`src/rtl/assert_macros.svh`:
```
// Assertion macros for the classifier RTL.
`ifndef ASSERT_MACROS_SVH
`define ASSERT_MACROS_SVH

// Expression must hold at every clock edge outside reset.
`define ASSERT_ALWAYS(label, expr) \
   label: assert property (@(posedge clock) disable iff (reset) (expr)) \
      else $error("assertion failed: expression does not hold");

// Consequent must hold in the same cycle as the antecedent.
`define ASSERT_IMPLIES(label, ante, cons) \
   label: assert property (@(posedge clock) disable iff (reset) (ante) |-> (cons)) \
      else $error("assertion failed: same-cycle implication");

// Consequent must hold in the cycle after the antecedent.
`define ASSERT_NEXT(label, ante, cons) \
   label: assert property (@(posedge clock) disable iff (reset) (ante) |=> (cons)) \
      else $error("assertion failed: next-cycle implication");

`endif

```
`src/rtl/wsoc_pkg.sv`:
```
// Package: types, constants and byte classifiers for the word spell-out classifier.
`timescale 1ns / 1ps

package wsoc_pkg;

   localparam int PairTableBytes = 86;
   localparam int Alphabet       = 26;

   localparam logic [7:0] CHAR_NUL   = 8'd0;
   localparam logic [7:0] CHAR_SPACE = 8'd32;
   localparam logic [7:0] CHAR_TAB   = 8'd9;
   localparam logic [7:0] CHAR_CR    = 8'd13;
   localparam logic [7:0] CHAR_APOS  = 8'h27;
   localparam logic [7:0] CHAR_A     = 8'h61;
   localparam logic [7:0] CHAR_D     = 8'h64;
   localparam logic [7:0] CHAR_E     = 8'h65;
   localparam logic [7:0] CHAR_H     = 8'h68;
   localparam logic [7:0] CHAR_I     = 8'h69;
   localparam logic [7:0] CHAR_N     = 8'h6e;
   localparam logic [7:0] CHAR_O     = 8'h6f;
   localparam logic [7:0] CHAR_R     = 8'h72;
   localparam logic [7:0] CHAR_S     = 8'h73;
   localparam logic [7:0] CHAR_T     = 8'h74;
   localparam logic [7:0] CHAR_U     = 8'h75;
   localparam logic [7:0] CHAR_Y     = 8'h79;
   localparam logic [7:0] CHAR_Z     = 8'h7a;

   localparam logic [2:0] POS_MAX     = 3'd7;
   localparam logic [2:0] POS_LATE_S  = 3'd5;
   localparam logic [2:0] POS_LATE    = 3'd4;
   localparam logic [2:0] POS_EARLY   = 3'd3;
   localparam logic [2:0] LEN_PAIR    = 3'd2;

   // Valid initial letter pairs, bit (first*26 + second)
   localparam logic [7:0] PAIR_OK [PairTableBytes] = '{
      8'h00, 8'h00, 8'h00, 8'h00, 8'h22, 8'h08, 8'h00, 8'h88,
      8'h20, 8'h24, 8'h20, 8'h80, 8'h10, 8'h00, 8'h00, 8'h00,
      8'h00, 8'h28, 8'h08, 8'h00, 8'h88, 8'h22, 8'h04, 8'h00,
      8'h00, 8'h00, 8'h00, 8'h00, 8'h00, 8'h00, 8'h00, 8'h00,
      8'h00, 8'h88, 8'h22, 8'h04, 8'h00, 8'h02, 8'h00, 8'h00,
      8'h20, 8'h00, 8'h00, 8'h00, 8'h00, 8'h00, 8'h00, 8'h00,
      8'h00, 8'h28, 8'h8a, 8'h03, 8'h00, 8'h00, 8'h40, 8'h00,
      8'h02, 8'h00, 8'h41, 8'hca, 8'h9b, 8'h06, 8'h20, 8'h80,
      8'h91, 8'h00, 8'h00, 8'h00, 8'h00, 8'h20, 8'h08, 8'h00,
      8'h08, 8'h20, 8'h00, 8'h00, 8'h04, 8'h00, 8'h00, 8'h00,
      8'h00, 8'h00, 8'h22, 8'h00, 8'h01, 8'h00
   };

   typedef struct packed {
      logic [2:0] letters_seen;
      logic [7:0] lead_letter;
      logic [7:0] second_letter;
      logic [2:0] vowel_position;
      logic       apostrophe_seen;
      logic       scan_aborted;
      logic       pattern_pass;
   } word_state_type;

   localparam word_state_type WORD_CLEAR = '0;

   function automatic logic is_terminator(input logic [7:0] b);
      return (b == CHAR_NUL) || (b == CHAR_SPACE) || ((b >= CHAR_TAB) && (b <= CHAR_CR));
   endfunction

   function automatic logic is_vowel(input logic [7:0] b);
      return (b == CHAR_A) || (b == CHAR_E) || (b == CHAR_I) ||
             (b == CHAR_O) || (b == CHAR_U) || (b == CHAR_Y);
   endfunction

   function automatic logic is_lower(input logic [7:0] b);
      return (b >= CHAR_A) && (b <= CHAR_Z);
   endfunction

   function automatic logic is_exception_pair(input logic [7:0] a, input logic [7:0] b);
      return ((a == CHAR_APOS) && (b == CHAR_S)) || ((a == CHAR_S) && (b == CHAR_T)) ||
             ((a == CHAR_N) && (b == CHAR_D)) || ((a == CHAR_R) && (b == CHAR_D)) ||
             ((a == CHAR_T) && (b == CHAR_H));
   endfunction

   // Both letters must already be in a-z
   function automatic logic pair_is_valid(input logic [7:0] a, input logic [7:0] b);
      logic [4:0] ai;
      logic [4:0] bi;
      logic [9:0] idx;
      logic [7:0] row;
      ai  = 5'(a - CHAR_A);
      bi  = 5'(b - CHAR_A);
      idx = 10'(ai * 10'(Alphabet)) + 10'(bi);
      row = PAIR_OK[7'(idx >> 3)];
      return row[idx[2:0]];
   endfunction

endpackage

```
`src/rtl/wsoc_decide.sv`:
```
// Spell-out decision for a finished word, from the word state and its terminator.
`timescale 1ns / 1ps

module wsoc_decide (
   input  wsoc_pkg::word_state_type word_state,
   input  logic [7:0]               term_byte,
   output logic                     spell_out
);

   logic [2:0] vpos;
   logic       lead_is_s;

   assign vpos      = word_state.vowel_position;
   assign lead_is_s = (word_state.lead_letter == wsoc_pkg::CHAR_S);

   always_comb begin
      if (word_state.letters_seen == '0) begin
         spell_out = !((term_byte == wsoc_pkg::CHAR_NUL) || (term_byte == wsoc_pkg::CHAR_SPACE));
      end else if (word_state.pattern_pass && (word_state.letters_seen == wsoc_pkg::LEN_PAIR)
                   && (term_byte == wsoc_pkg::CHAR_SPACE)) begin
         spell_out = 1'b0;
      end else if (word_state.scan_aborted) begin
         spell_out = 1'b0;
      end else if ((vpos == '0) || (vpos > wsoc_pkg::POS_LATE_S)) begin
         spell_out = 1'b1;
      end else if (!lead_is_s && (vpos > wsoc_pkg::POS_LATE)) begin
         spell_out = 1'b1;
      end else if (vpos < wsoc_pkg::POS_EARLY) begin
         spell_out = 1'b0;
      end else if (word_state.apostrophe_seen) begin
         spell_out = 1'b0;
      end else if (!wsoc_pkg::is_lower(word_state.lead_letter) ||
                   !wsoc_pkg::is_lower(word_state.second_letter)) begin
         spell_out = 1'b1;
      end else begin
         spell_out = !wsoc_pkg::pair_is_valid(word_state.lead_letter, word_state.second_letter);
      end
   end

endmodule

```
`src/rtl/word_spell_out_classifier_top.sv`:
```
// Top level of the word spell-out classifier: word state, decision and result register.
//
//  channel | direction | handshake            | payload
//  req     | in        | req_valid/req_stall  | req_text_byte[7:0]
//  rsp     | out       | rsp_valid/rsp_stall  | rsp_spell_out
//
// One byte per cycle while req_stall is low; the result for a terminator appears in the cycle after acceptance.
// Throughput is set by the single result register: a new byte is taken whenever that
// register is empty or its transaction completes in the same cycle.
// Bytes that are not terminators give no transaction on rsp.
// Synchronous reset clears the word state and the result valid.
`timescale 1ns / 1ps
`include "assert_macros.svh"

module word_spell_out_classifier_top (
   input  logic       clock,
   input  logic       reset,
   input  logic       req_valid,
   output logic       req_stall,
   input  logic [7:0] req_text_byte,
   output logic       rsp_valid,
   input  logic       rsp_stall,
   output logic       rsp_spell_out
);

   wsoc_pkg::word_state_type state_ff;
   wsoc_pkg::word_state_type state_in;
   logic                     rsp_valid_ff;
   logic                     rsp_valid_in;
   logic                     rsp_spell_out_ff;
   logic                     rsp_spell_out_in;
   logic                     req_accept;
   logic                     is_term;
   logic                     decision;
   logic [2:0]               pos;

   assign req_stall  = rsp_valid_ff && rsp_stall;
   assign req_accept = req_valid && !req_stall;
   assign is_term    = wsoc_pkg::is_terminator(req_text_byte);
   assign pos        = (state_ff.letters_seen < wsoc_pkg::POS_MAX) ?
                       3'(state_ff.letters_seen + 3'd1) : wsoc_pkg::POS_MAX;

   wsoc_decide u_decide (
      .word_state (state_ff),
      .term_byte  (req_text_byte),
      .spell_out  (decision)
   );

   always_comb begin
      state_in = state_ff;
      if (req_accept) begin
         if (is_term) begin
            state_in = wsoc_pkg::WORD_CLEAR;
         end else begin
            if (state_ff.letters_seen == 3'd0) begin
               state_in.lead_letter = req_text_byte;
            end else if (state_ff.letters_seen == 3'd1) begin
               state_in.second_letter = req_text_byte;
               state_in.pattern_pass  =
                  wsoc_pkg::is_exception_pair(state_ff.lead_letter, req_text_byte);
            end
            if ((state_ff.vowel_position == '0) && !state_ff.scan_aborted) begin
               if (wsoc_pkg::is_vowel(req_text_byte)) begin
                  state_in.vowel_position = pos;
               end else if (req_text_byte == wsoc_pkg::CHAR_APOS) begin
                  state_in.apostrophe_seen = 1'b1;
               end else if (!wsoc_pkg::is_lower(req_text_byte)) begin
                  state_in.scan_aborted = 1'b1;
               end
            end
            state_in.letters_seen = pos;
         end
      end
   end

   always_comb begin
      rsp_valid_in     = rsp_valid_ff;
      rsp_spell_out_in = rsp_spell_out_ff;
      if (req_accept && is_term) begin
         rsp_valid_in     = 1'b1;
         rsp_spell_out_in = decision;
      end else if (!rsp_stall) begin
         rsp_valid_in = 1'b0;
      end
   end

   always_ff @(posedge clock) begin
      if (reset) begin
         state_ff     <= wsoc_pkg::WORD_CLEAR;
         rsp_valid_ff <= 1'b0;
      end else begin
         state_ff     <= state_in;
         rsp_valid_ff <= rsp_valid_in;
      end
      rsp_spell_out_ff <= rsp_spell_out_in;
   end

   assign rsp_valid     = rsp_valid_ff;
   assign rsp_spell_out = rsp_spell_out_ff;

   `ASSERT_ALWAYS(a_vowel_within_word, state_ff.vowel_position <= state_ff.letters_seen)
   `ASSERT_IMPLIES(a_abort_excludes_vowel, state_ff.scan_aborted, state_ff.vowel_position == '0)
   `ASSERT_NEXT(a_term_clears_word, req_accept && is_term, state_ff.letters_seen == '0)
   `ASSERT_NEXT(a_term_gives_result, req_accept && is_term, rsp_valid_ff)
   `ASSERT_NEXT(a_letter_no_result, req_accept && !is_term && !rsp_valid_ff, !rsp_valid_ff)

endmodule

```
`config.mk`:
```
export PLATFORM = sky130hd
export DESIGN_NAME = word_spell_out_classifier_top
export DESIGN_NICKNAME = d
export VERILOG_FILES = /design/src/rtl/wsoc_pkg.sv /design/src/rtl/wsoc_decide.sv /design/src/rtl/word_spell_out_classifier_top.sv
export VERILOG_INCLUDE_DIRS = /design/src /design/src/rtl
export SDC_FILE = /design/constraint.sdc
export NUM_CORES = 1
export LEC_CHECK = 0
export BUFFER_PORTS_ARGS = -buffer_cell sky130_fd_sc_hd__buf_4
export CORE_UTILIZATION = 68
export DETAILED_ROUTE_END_ITERATION = 10
export HOLD_SLACK_MARGIN = 0.12
export PLACE_DENSITY_LB_ADDON = 0.05
export SYNTH_ARGS = -nofsm -noshare
export SYNTH_HDL_FRONTEND = slang
export SYNTH_SLANG_ARGS = --single-unit
```
`constraint.sdc`:
```
create_clock -name clock -period 13.98 [get_ports clock]
set_input_delay 0.699 -clock clock [delete_from_list [all_inputs] [get_ports clock]]
set_output_delay 0.699 -clock clock [all_outputs]
set_load 0.1 [all_outputs]
```
# [Word-level counts from Yosys, hierarchy flattened]
# Memories as Yosys holds them, arrays and structs flattened.
# Index checks and enable logic that the tools add are counted.
[classes] add_sub_neg=4 mul=1 magnitude_cmp=14 eq_ne=24 n_mux=27 bitwise_logic=1 n_reduce_logical=49
[op_table] cell="$eq A8 B7 Y1 const B" n=14
[op_table] cell="$mux W8" n=5
[op_table] cell="$mux W25" n=1
[op_table] cell="$eq A8 B6 Y1 const B" n=3
[op_table] cell="$ge A8 B7 Y1 const B" n=3
[op_table] cell="$le A8 B7 Y1 const B" n=3
[op_table] cell="$logic_and A1 B1 Y1" n=16
[op_table] cell="$mux W1" n=16
[op_table] cell="$logic_or A1 B1 Y1" n=13
[op_table] cell="$add A10 B5 Y10" n=1
[op_table] cell="$reduce_bool A2 Y1" n=5
[op_table] cell="$sub A5 B1 Y5 const B" n=2
[op_table] cell="$mul A5 B4 Y9 const B" n=1
[op_table] cell="$ge A8 B4 Y1 const B" n=1
[op_table] cell="$ge A8 B8 Y1 const B" n=1
[op_table] cell="$le A8 B4 Y1 const B" n=1
[op_table] cell="$logic_not A8 Y1" n=1
[op_table] cell="$ne A2 B2 Y1 const B" n=4
[op_table] cell="$not A7 Y8" n=1
[op_table] cell="$logic_not A1 Y1" n=7
[op_table] cell="$gt A3 B3 Y1 const B" n=2
[op_table] cell="$logic_not A3 Y1" n=2
[op_table] cell="$mux W3" n=2
[op_table] cell="$reduce_and A3 Y1" n=2
[op_table] cell="13 further kinds" n=13
[word_totals] ff_bits=27 mem_bits_ro=1024 input_bits=12 n_memories=1
[memory_table] name="(no name shown)" depth=128 width=8 rd=1 rd_clocked_by_memory_dff=0 write_ports=0 line="wsoc_pkg.sv:89" source="row = PAIR_OK[7'(idx >> 3)];"

# [Depth between registers and ports, before layout]
# Gate-level depths: netlist of run 1.
[depth] ltp_word=18 mapped_depth=18

# [Hierarchy]
# Synthesis of run 1 repeated with hierarchy kept, for this count alone.
[hier_totals] hier_cells=408 area_unflattened_um2=3329.4
[by_module_without_submodules] module="wsoc_decide" n_inst=1 cells_each=248 area_per_inst_um2=1914.3
[by_module_without_submodules] module="word_spell_out_classifier_top" n_inst=1 cells_each=160 area_per_inst_um2=1415.1

# [Least setup slack after synthesis of run 1]
# Ideal clock, no wire load.
[synth_timing] path_type="reg2reg" start="register state_ff[14] (netlist bit)" end="register rsp_spell_out_ff (netlist: rsp_spell_out), data pin" arrival_time_ps=4432 slack_ps=9294 stages_incl_launch_ff=19 n_path_buf=2 cell_sequence="dfxtp_1 > inv_1 > ha_1 > xor2_1 > ha_1 > inv_1 > fa_1 > fa_1 > buf_2 > nor2b_4 > a32oi_4 > and4bb_4 > xnor2_1 > buf_6 > nor4_2 > a31oi_1 > o311a_1 > o41a_1 > a21o_1"
[synth_via] elab_chain_len=18 word_cells_on_any_way=26 classes_between="add/sub (2); mul (1); order compare (2); eq/ne (1); mux (12); bitwise (1); reduce/logical (6); memory (1)"
[synth_rtl] item="start, declared" line="word_spell_out_classifier_top.sv:26" source="wsoc_pkg::word_state_type state_ff;"
[synth_rtl] item="start signal, assigned" line="word_spell_out_classifier_top.sv:89" source="state_ff <= wsoc_pkg::WORD_CLEAR;"
[synth_rtl] item="start signal, assigned" line="word_spell_out_classifier_top.sv:92" source="state_ff <= state_in;"
[synth_rtl] item="$sub A5 B1 Y5" line="wsoc_pkg.sv:86" source="ai = 5'(a - CHAR_A);"
[synth_rtl] item="$mul A5 B4 Y9" line="wsoc_pkg.sv:88" source="idx = 10'(ai * 10'(Alphabet)) + 10'(bi);"
[synth_rtl] item="$add A10 B5 Y10" line="wsoc_pkg.sv:88"
[synth_rtl] item="$not A7 Y8 (implied by the code)" line="wsoc_pkg.sv:89"
[synth_rtl] item="$mem_v2 Z128 W8"
[synth_rtl] item="$mux W8 (implied by the code) (2 in a row)" line="wsoc_pkg.sv:89"
[synth_rtl] item="$bmux W1 S3" line="wsoc_pkg.sv:90" source="return row[idx[2:0]];"
[synth_rtl] item="$mux W1 (implied by the code)" line="wsoc_pkg.sv:90"
[synth_rtl] item="[2 not listed]"
[synth_rtl] item="$mux W1" line="wsoc_decide.sv:30" source="end else if (word_state.apostrophe_seen) begin"
[synth_rtl] item="$mux W1" line="wsoc_decide.sv:28" source="end else if (vpos < wsoc_pkg::POS_EARLY) begin"
[synth_rtl] item="$mux W1 (*)" line="wsoc_decide.sv:26" source="end else if (!lead_is_s && (vpos > wsoc_pkg::POS_LATE)) begin"
[synth_rtl] item="$mux W1 (*)" line="wsoc_decide.sv:24" source="end else if ((vpos == '0) || (vpos > wsoc_pkg::POS_LATE_S)) begin"
[synth_rtl] item="$mux W1 (*)" line="wsoc_decide.sv:22" source="end else if (word_state.scan_aborted) begin"
[synth_rtl] item="$mux W1 (*)" line="wsoc_decide.sv:19" source="end else if (word_state.pattern_pass && (word_state.letters_seen == wsoc_pkg::LEN_PAIR)"
[synth_rtl] item="$mux W1 (*)" line="wsoc_decide.sv:17" source="if (word_state.letters_seen == '0) begin"
[synth_rtl] item="net decision" line="word_spell_out_classifier_top.sv:34" source="logic decision;"
[synth_rtl] item="end signal, assigned" line="word_spell_out_classifier_top.sv:95" source="rsp_spell_out_ff <= rsp_spell_out_in;"
[synth_rtl] item="end, declared" line="word_spell_out_classifier_top.sv:30" source="logic rsp_spell_out_ff;"
# The timed path passes the listed nets; every way through them passes the cells marked *. The select of a mux whose other input is x is not followed.
# A chain may end at the register's enable or synchronous reset.

# [Final worst setup path of run 1]
# Same ends and word-level chain as after synthesis.

==> results of run 1 <==
[metrics by stage]
step | cell area, um2 | utilization (%) | setup slack [ps]
after floorplan | 3211 | - | 9294
after global placement | 3267 | 73.51 | 8555
after detailed placement | 3267 | 73.51 | 8343
after CTS | 3313 | 74.55 | 8339
after global routing | 3313 | 74.55 | 7967
final | 3313 | 74.55 | 8264
[flip-flops by register name, summed over array words and instances (netlist names)]
signal	cells
rsp_spell_out	1
rsp_valid	1
state_ff	25
[area by class of cell]
| cell class | count | area share, % |
|---|---|---|
| flip-flops and latches | 27 | 16.62 |
| multi-input cells | 340 | 73.79 |
| clock inverters | 1 | 0.1511 |
| repair buffers | 14 | 3.172 |
| well taps | 52 | 1.964 |
| clock buffers | 3 | 1.246 |
| inverters | 27 | 3.059 |
[logic make-up after synthesis]
group / Yosys count / synth area share [%]
mux: 9 / 2.806
fa+ha+maj: 35 / 14.34
xor+xnor: 22 / 7.600
flops: 27 / 17.15
simple gates: 169 / 27.71
compound gates: 105 / 23.69
buf+inv: 52 / 6.703
[tightest hold or removal path: cells and delay by family, from the launching register on]
family / cells / cell delay, ps
AO/OA/AOI/OAI: 1 / 50
flip-flops: 1 / 320
AND/OR/NAND/NOR: 1 / 50
[placed cells by master (no fill, tap or decap), types with 9 or more instances in the layout]
cell      n
buf_4    14
xnor2_1  10
nand3_1  13
a31oi_1   9
nor3_1   17
mux2i_1   9
dfxtp_1  26
nand2_1  30
xor2_1    9
ha_1     32
a22oi_1  12
nor2_1   52
o21ai_0  11
inv_1    27
a21oi_1  27
[metal layers]
| layer | track usage (%) | vias to the layer above |
|---|---|---|
| li1 | - | 1510 |
| met4 | 11.11 | 0 |
| met1 | 40.48 | 1421 |
| met5 | 0 | - |
| met3 | 3.419 | 17 |
| met2 | 58.01 | 146 |
[worst max-delay path by stage]
stage                       from       endpoint  slack [ps]  depth (start not counted)
finish              state_ff[14]  rsp_spell_out        8260                         16
global route        state_ff[14]  rsp_spell_out        7970                         16
CTS                 state_ff[14]  rsp_spell_out        8340                         16
detailed placement  state_ff[14]  rsp_spell_out        8340                         16
global placement    state_ff[14]  rsp_spell_out        8550                         16
floorplan           state_ff[14]  rsp_spell_out        9290                         18
==> results.yml, run 1 <==
routing:
  wl_per_cell_um: 16.66
  routed_wl_um: 7729
  wirelength_met1_um: 3278
  drt_first_pass_iters: 6
  met3_wirelength_um: 444
  routed_via_density: 6.668
  top_layer_used: "met4"
  drc_errors: 0
  met2_wirelength_um: 3852
  dr_total_vias: 3094
  drt_iter0_drc: 304
  ant_nets: 0
die:
  start_util_pct: 72.24
  fp.dieH_um: 70.71
  die_area_mm2: 0.005000
  rows: 24
  ios: 15
  core_area_mm2: 0.004444
  die_width_um: 70.71
placed_design:
  gp_congestion: 0.9145
  dp_hpwl_um: 5923
  port-buffer-count: 14
  placed_cells: 460
worst_setup_path:
  worst_r2r_endpoint: "rsp_spell_out"
  critical-path-top-delay-family: "adder cells"
  r2r_start: "state_ff[14]"
  cp_num_buf_inv: 2
  slowest_stage: "fa_1"
  cp_max_fo: 12
  endpoint_kind: "register"
  crit_chain: "inv_1 > ha_1 > xor2_1 > ha_1 > inv_1 > fa_1 > fa_1 > nor2b_4 > a32oi_4 > and4bb_4 > xnor2_1 > o221a_2 > a31oi_1 > o311a_1 > o41a_1 > a21o_1"
  critPathMaxStageDelay_ps: 770
  critPathLaunchType: "register"
  reg2reg_depth: 16
  cp.arrival_ps: 5770
  worstPathRequired_ps: 14030
  r2r_slack_ps: 8260
  worst-setup-path-type: "register to register"
logic_synthesis:
  synth_edf_count: 1
  yosysTopAreaCell: "dfxtp_1"
  synth.avg_cell_area_um2: 7.662
  ys_ff_latch: 27
  dominantRegCellSynth: "dfxtp_1"
  async_reset_ff_share_pct: 0
  synth_cells: 419
  synth.most_common_cell: "nor2_1"
  syn_area_mm2: 0.003211
  seq_area_frac_synth_pct: 17.15
  synth_cell_types: 76
  synth_warnings: 0
  ys_top_cells_by_count: "52 x nor2_1, 32 x ha_1, 30 x nand2_1"
  yosys-top-cells-area: "dfxtp_1 16%, ha_1 12%, nor2_1 6.1%"
  syn-num-nets: 466
  synth_top_area_share_pct: 16.21
run:
  cap_viol_max_count: 0
sta:
  slew_headroom_pct: 33.58
  setup-tns-final_ps: 0
  fin_crit_ps: 5716
  finClkSkew_ps: 2.491
  setup_viol: 0
  tightest_slew_ps: 989.2
  timing.final.crit_share_pct: 40.89
  rsz0062_at_grt: "no"
  fmax_mhz: 174.9
  hold_ws_ps: 465.3
  timing_hold_violations_final: 0
  final-max-slew-violation-count: 0
global_routing:
  grt_util_all_layers_pct: 32.39
  antenna_found_initial: 0
  grt_max_degree: 27
  overflow: 0
  grt_pass1_wl_um: 13110
  grt_pass1_vias: 2783
cells_and_area:
  layout-drive-gt1-share_pct: 9.466
  insertedDiodeCount: 0
  area_delta_synth_final_pct: 3.196
  multi_input_area_mm2: 0.002445
  final_nets: 460
  instances_no_fill: 464
  nFillCells: 356
  regArea_um2: 550.5
worst_hold_path:
  hp-start: "state_ff[0]"
  hold_class: "register to register"
  worstHoldEndpoint: "state_ff[0]"
  hold_depth: 2
run_status:
  status: "finished clean"
clock_network:
  numCtsBuffers: 3
  cts_root_buffer: "clkbuf_8"
  cts_tree: "yes"
  clock_latency_ps: 280
  cts_max_level: 1
  post_cts_buffers: 0
  clockBufferDepth: 2
  ctsHoldBuffers: 0
  path_clk_slew_ps: 90
  cts.sinks: 27
  cts_resized: 0
Power of run 1 is not shown: default switching activity piles up to over one toggle a cycle in this logic, so the estimate is an artifact.
==> run 2: changes to the inputs <==
Settings changed: CORE_UTILIZATION 68 to 57.
Clock period 13.98 ns to 4.65 ns, I/O delays scaled along.
==> results.yml, run 2 (synthesized netlist as in run 1, its figures left out) <==
run_status:
  status: "finished clean"
sta:
  tightest_slew_ps: 625.5
  setup-tns-final_ps: 0
  hold_ws_ps: 217.0
  timing.final.crit_share_pct: 98.14
  setup_viol: 0
  final-max-slew-violation-count: 0
  finClkSkew_ps: 5.095
  timing_hold_violations_final: 0
  slew_headroom_pct: 57.72
  fin_crit_ps: 4564
  fmax_mhz: 219.1
worst_setup_path:
  cp.arrival_ps: 4600
  critPathMaxStageDelay_ps: 570
  cp_num_buf_inv: 3
  crit_cells: 17
  crit_chain: "inv_1 > ha_1 > xor2_2 > ha_1 > inv_1 > fa_1 > fa_2 > buf_4 > nor2b_4 > a32oi_4 > and4bb_4 > xnor2_4 > or4_1 > o311ai_2 > a31oi_1 > o31a_1 > a21o_1"
  critical-path-top-delay-family: "adder cells"
  endpoint_kind: "register"
  worst-setup-path-type: "register to register"
  reg2reg_depth: 17
  slowest_stage: "or4_1"
  cp_max_fo: 4
  critPathLaunchType: "register"
  worstPathRequired_ps: 4690
routing:
  routed_wl_um: 8126
  drc_errors: 0
  routed_via_density: 6.304
  wl_per_cell_um: 16.03
  ant_nets: 0
  drt_first_pass_iters: 7
  drt_iter0_drc: 307
  dr_total_vias: 3196
global_routing:
  met1_usage_pct: 36.43
  grt_util_met3_pct: 1.786
  grt_util_all_layers_pct: 27.75
  use_met2_pct: 48.39
  busiest_layer: "met2"
  grt_max_degree: 27
  antenna_found_initial: 0
  overflow: 0
  grt_pass1_wl_um: 13550
  grt_pass1_vias: 2838
die:
  fp.dieH_um: 77.05
  die_area_mm2: 0.005937
  die_width_um: 77.05
  rows: 26
  ios: 15
  start_util_pct: 60.92
  core_area_mm2: 0.005270
cells_and_area:
  final_cell_mix: "51 x nor2_1, 36 x buf_4, 32 x ha_1"
  layout_commonest_cell: "nor2_1"
  regArea_um2: 551.8
  layout-drive-gt1-share_pct: 17.62
  final_area_mm2: 0.003655
  final_nets: 485
  insertedDiodeCount: 0
  area_delta_synth_final_pct: 13.83
  nFillCells: 464
  multi_input_area_mm2: 0.002556
  largest_reg_flops: 25
  regMostFlops: "state_ff"
  instances_no_fill: 507
worst_hold_path:
  hold_class: "primary input to register"
  hold_depth: 3
clock_network:
  path_clk_slew_ps: 90
  clock_latency_ps: 270
  cts_tree: "yes"
  ctsHoldBuffers: 0
  numCtsBuffers: 3
  cts.sinks: 27
  clockBufferDepth: 2
  cts_max_level: 1
  cts_root_buffer: "clkbuf_8"
run:
  cap_viol_max_count: 0
placed_design:
  port-buffer-count: 14
  dpl-instance-area_mm2: 0.003476
  placed_cells: 500
  gp_congestion: 0.8989
  dp_hpwl_um: 6032
run 2: cell types whose count changed in the layout (fill, tap and decap cells not counted), sizes merged:
cell / delta
clkdlybuf4s15: +1
buf: +24
clkinv: -1
clkbuf: +1
run 2: worst paths after layout:
path              endpoint             start  slack, ps
max          rsp_spell_out      state_ff[14]         90
min           state_ff[12]  req_text_byte[6]        220
max reg2reg  rsp_spell_out      state_ff[14]         90
min reg2reg    state_ff[0]       state_ff[0]        470
run 2: metal layers:
layer  share of wire [%]  vias up
li1                    -     1548
met1                  43     1496
met2                  50      139
met3                 5.7       13
met4                 1.4        0
met5                   0        -
run 2: metrics by stage:
step           util, %  worst slack [ps]
2_1_floorplan        -             17.48
3_3_place_gp     65.95             80.84
3_5_place_dp     65.95            -1.466
4_1_cts          66.95             18.13
5_1_grt          69.35            -32.88
6_report         69.35             86.30
run 2: layout make-up:
type	instances	area share [%]
Multi-Input combinational cell	340	69.94
Sequential cell	27	15.10
Timing Repair Buffer	39	8.559
Inverter	27	2.773
Tap cell	70	2.396
Clock buffer	4	1.232
run 2: repair_timing:
| action | 4_1_cts | 5_1_grt |
|---|---|---|
| buffers inserted | 0 | 2 |
| cloned | 0 | 1 |
| setup endpoints to repair | 1 | 1 |
| gates resized for setup | 1 | 17 |
| pin swaps | 0 | 1 |
run 2: tightest hold or removal path, stage by stage:
cell     delay (ps)
buf_4            90
mux2i_1          60
nor2_1           80
Power of run 2 is left out for the same reason.
==> run 3: changes to the inputs <==
Settings changed: BUFFER_PORTS_ARGS -buffer_cell sky130_fd_sc_hd__buf_4 to not set, CORE_UTILIZATION 57 to 59, DONT_BUFFER_PORTS set to 1.
==> results.yml, run 3 (synthesized netlist as in run 1, its figures left out) <==
run_status:
  status: "finished clean"
sta:
  timing.final.crit_share_pct: 96.81
  slew_headroom_pct: 36.12
  fmax_mhz: 222.1
  setup_viol: 0
  timing_hold_violations_final: 0
  finClkSkew_ps: 8.236
  fin_crit_ps: 4502
  final-max-slew-violation-count: 0
  tightest_slew_ps: 956.9
  hold_ws_ps: 118.6
worst_setup_path:
  reg2reg_depth: 17
  worstPathRequired_ps: 4680
  critPathLaunchType: "register"
  path_common_cell: "inv_1"
  crit_chain: "inv_1 > ha_1 > inv_1 > ha_1 > inv_1 > fa_1 > fa_2 > nor2b_4 > a32oi_4 > and4bb_4 > xnor2_1 > buf_4 > or4_1 > o311ai_1 > a31oi_1 > o31a_1 > a21o_1"
  cp_max_fo: 9
  r2r_slack_ps: 150
  endpoint_kind: "register"
  worst-setup-path-type: "register to register"
  cp.arrival_ps: 4530
  slowest_stage: "fa_2"
  critPathMaxStageDelay_ps: 610
  r2r_start: "state_ff[15]"
  worst_r2r_endpoint: "rsp_spell_out"
routing:
  ant_nets: 0
  wl_per_cell_um: 16.45
  routed_via_density: 6.225
  drt_iter0_drc: 197
  dr_total_vias: 3125
  drt_first_pass_iters: 5
  drc_errors: 0
  routed_wl_um: 8256
cells_and_area:
  insertedDiodeCount: 0
  final_nets: 480
  regMostFlops: "state_ff"
  layout_commonest_cell: "nor2_1"
  area_delta_synth_final_pct: 11.61
  final_cell_mix: "52 x nor2_1, 30 x nand2_1, 30 x ha_1"
  instances_no_fill: 502
  largest_reg_flops: 25
  layout-drive-gt1-share_pct: 14.12
global_routing:
  overflow: 0
  antenna_found_initial: 0
  grt_max_degree: 27
  grt_util_all_layers_pct: 29.30
  grt_pass1_wl_um: 13040
  grt_pass1_vias: 2785
worst_hold_path:
  worstHoldEndpoint: "state_ff[20]"
  hold_class: "primary input to register"
  hp-start: "req_text_byte[6]"
  hold_depth: 2
die:
  ios: 15
  die_width_um: 75.77
  die_area_mm2: 0.005740
  core_area_mm2: 0.005172
  rows: 26
  fp.dieH_um: 75.77
  start_util_pct: 62.07
run:
  cap_viol_max_count: 0
clock_network:
  clockBufferDepth: 2
  clock_latency_ps: 280
  cts_max_level: 1
  cts.sinks: 27
  cts_root_buffer: "clkbuf_8"
  numCtsBuffers: 3
  path_clk_slew_ps: 90
  cts_tree: "yes"
placed_design:
  port-buffer-count: 0
  placed_cells: 487
  dp_hpwl_um: 6167
  gp_congestion: 0.9136
[run 3: cell count changes in the layout (fill, tap and decap cells not counted), moves of 2 or more]
cell and change:
buf_4 -11, dlygate4sd3_1 +8, ha_1 -2, ha_2 +2, nor3_2 -2, xnor2_1 +2, xnor2_4 -2
[run 3: layout make-up]
type | instances | area (um2)
fillers | 446 | 1589
well taps | 70 | 87.58
flip-flops and latches | 27 | 553.0
clock buffers | 4 | 45.04
inverters | 27 | 101.3
multi-input cells | 340 | 2509
repair buffers | 34 | 287.8
[run 3: critical path, delay by kind of cell, from the launching register on]
kind                     cells  cell delay, ps
AO/OA/AOI/OAI                5             910
AND/OR/NAND/NOR              3             840
buffers and inverters        4             360
XOR/XNOR                     1             120
adder cells (fa/ha/maj)      4            1680
flip-flops                   1             340
[run 3: per-layer routing]
metal  global-route usage (%)  wire length [um]
met1                    36.73              3569
met2                    52.51              4100
met3                    3.042               431
met4                    9.053               154
met5                        0                 0
[run 3: worst max-delay path by stage]
stage	end	cells past startpoint	slack, ps	startpoint
2_1_floorplan	rsp_spell_out	18	20	state_ff[15]
6_report	rsp_spell_out	17	150	state_ff[15]
3_5_place_dp	rsp_spell_out	16	-50	state_ff[14]
5_1_grt	rsp_spell_out	17	-20	state_ff[15]
4_1_cts	rsp_spell_out	17	1	state_ff[14]
3_3_place_gp	rsp_spell_out	16	70	state_ff[14]
[run 3: repair_timing]
action                     in CTS  in global routing
setup endpoints to repair       1                  1
hold endpoints to repair       26                  1
hold buffers                    7                  1
resized for setup               0                 13
pin swaps                       1                  4
setup buffers                   1                  2
[run 3: through the flow]
stage / setup WS [ps] / utilization [%] / cell area [um2] / setup TNS (ps)
3_3_place_gp: 67.80 / 65.31 / 3378 / 0
2_1_floorplan: 17.48 / - / 3219 / 0
6_report: 148.3 / 69.28 / 3583 / 0
5_1_grt: -15.55 / 69.28 / 3583 / -15.55
3_5_place_dp: -45.77 / 65.31 / 3378 / -45.77
4_1_cts: 0.9854 / 67.68 / 3501 / 0
Power of run 3 is left out for the same reason.
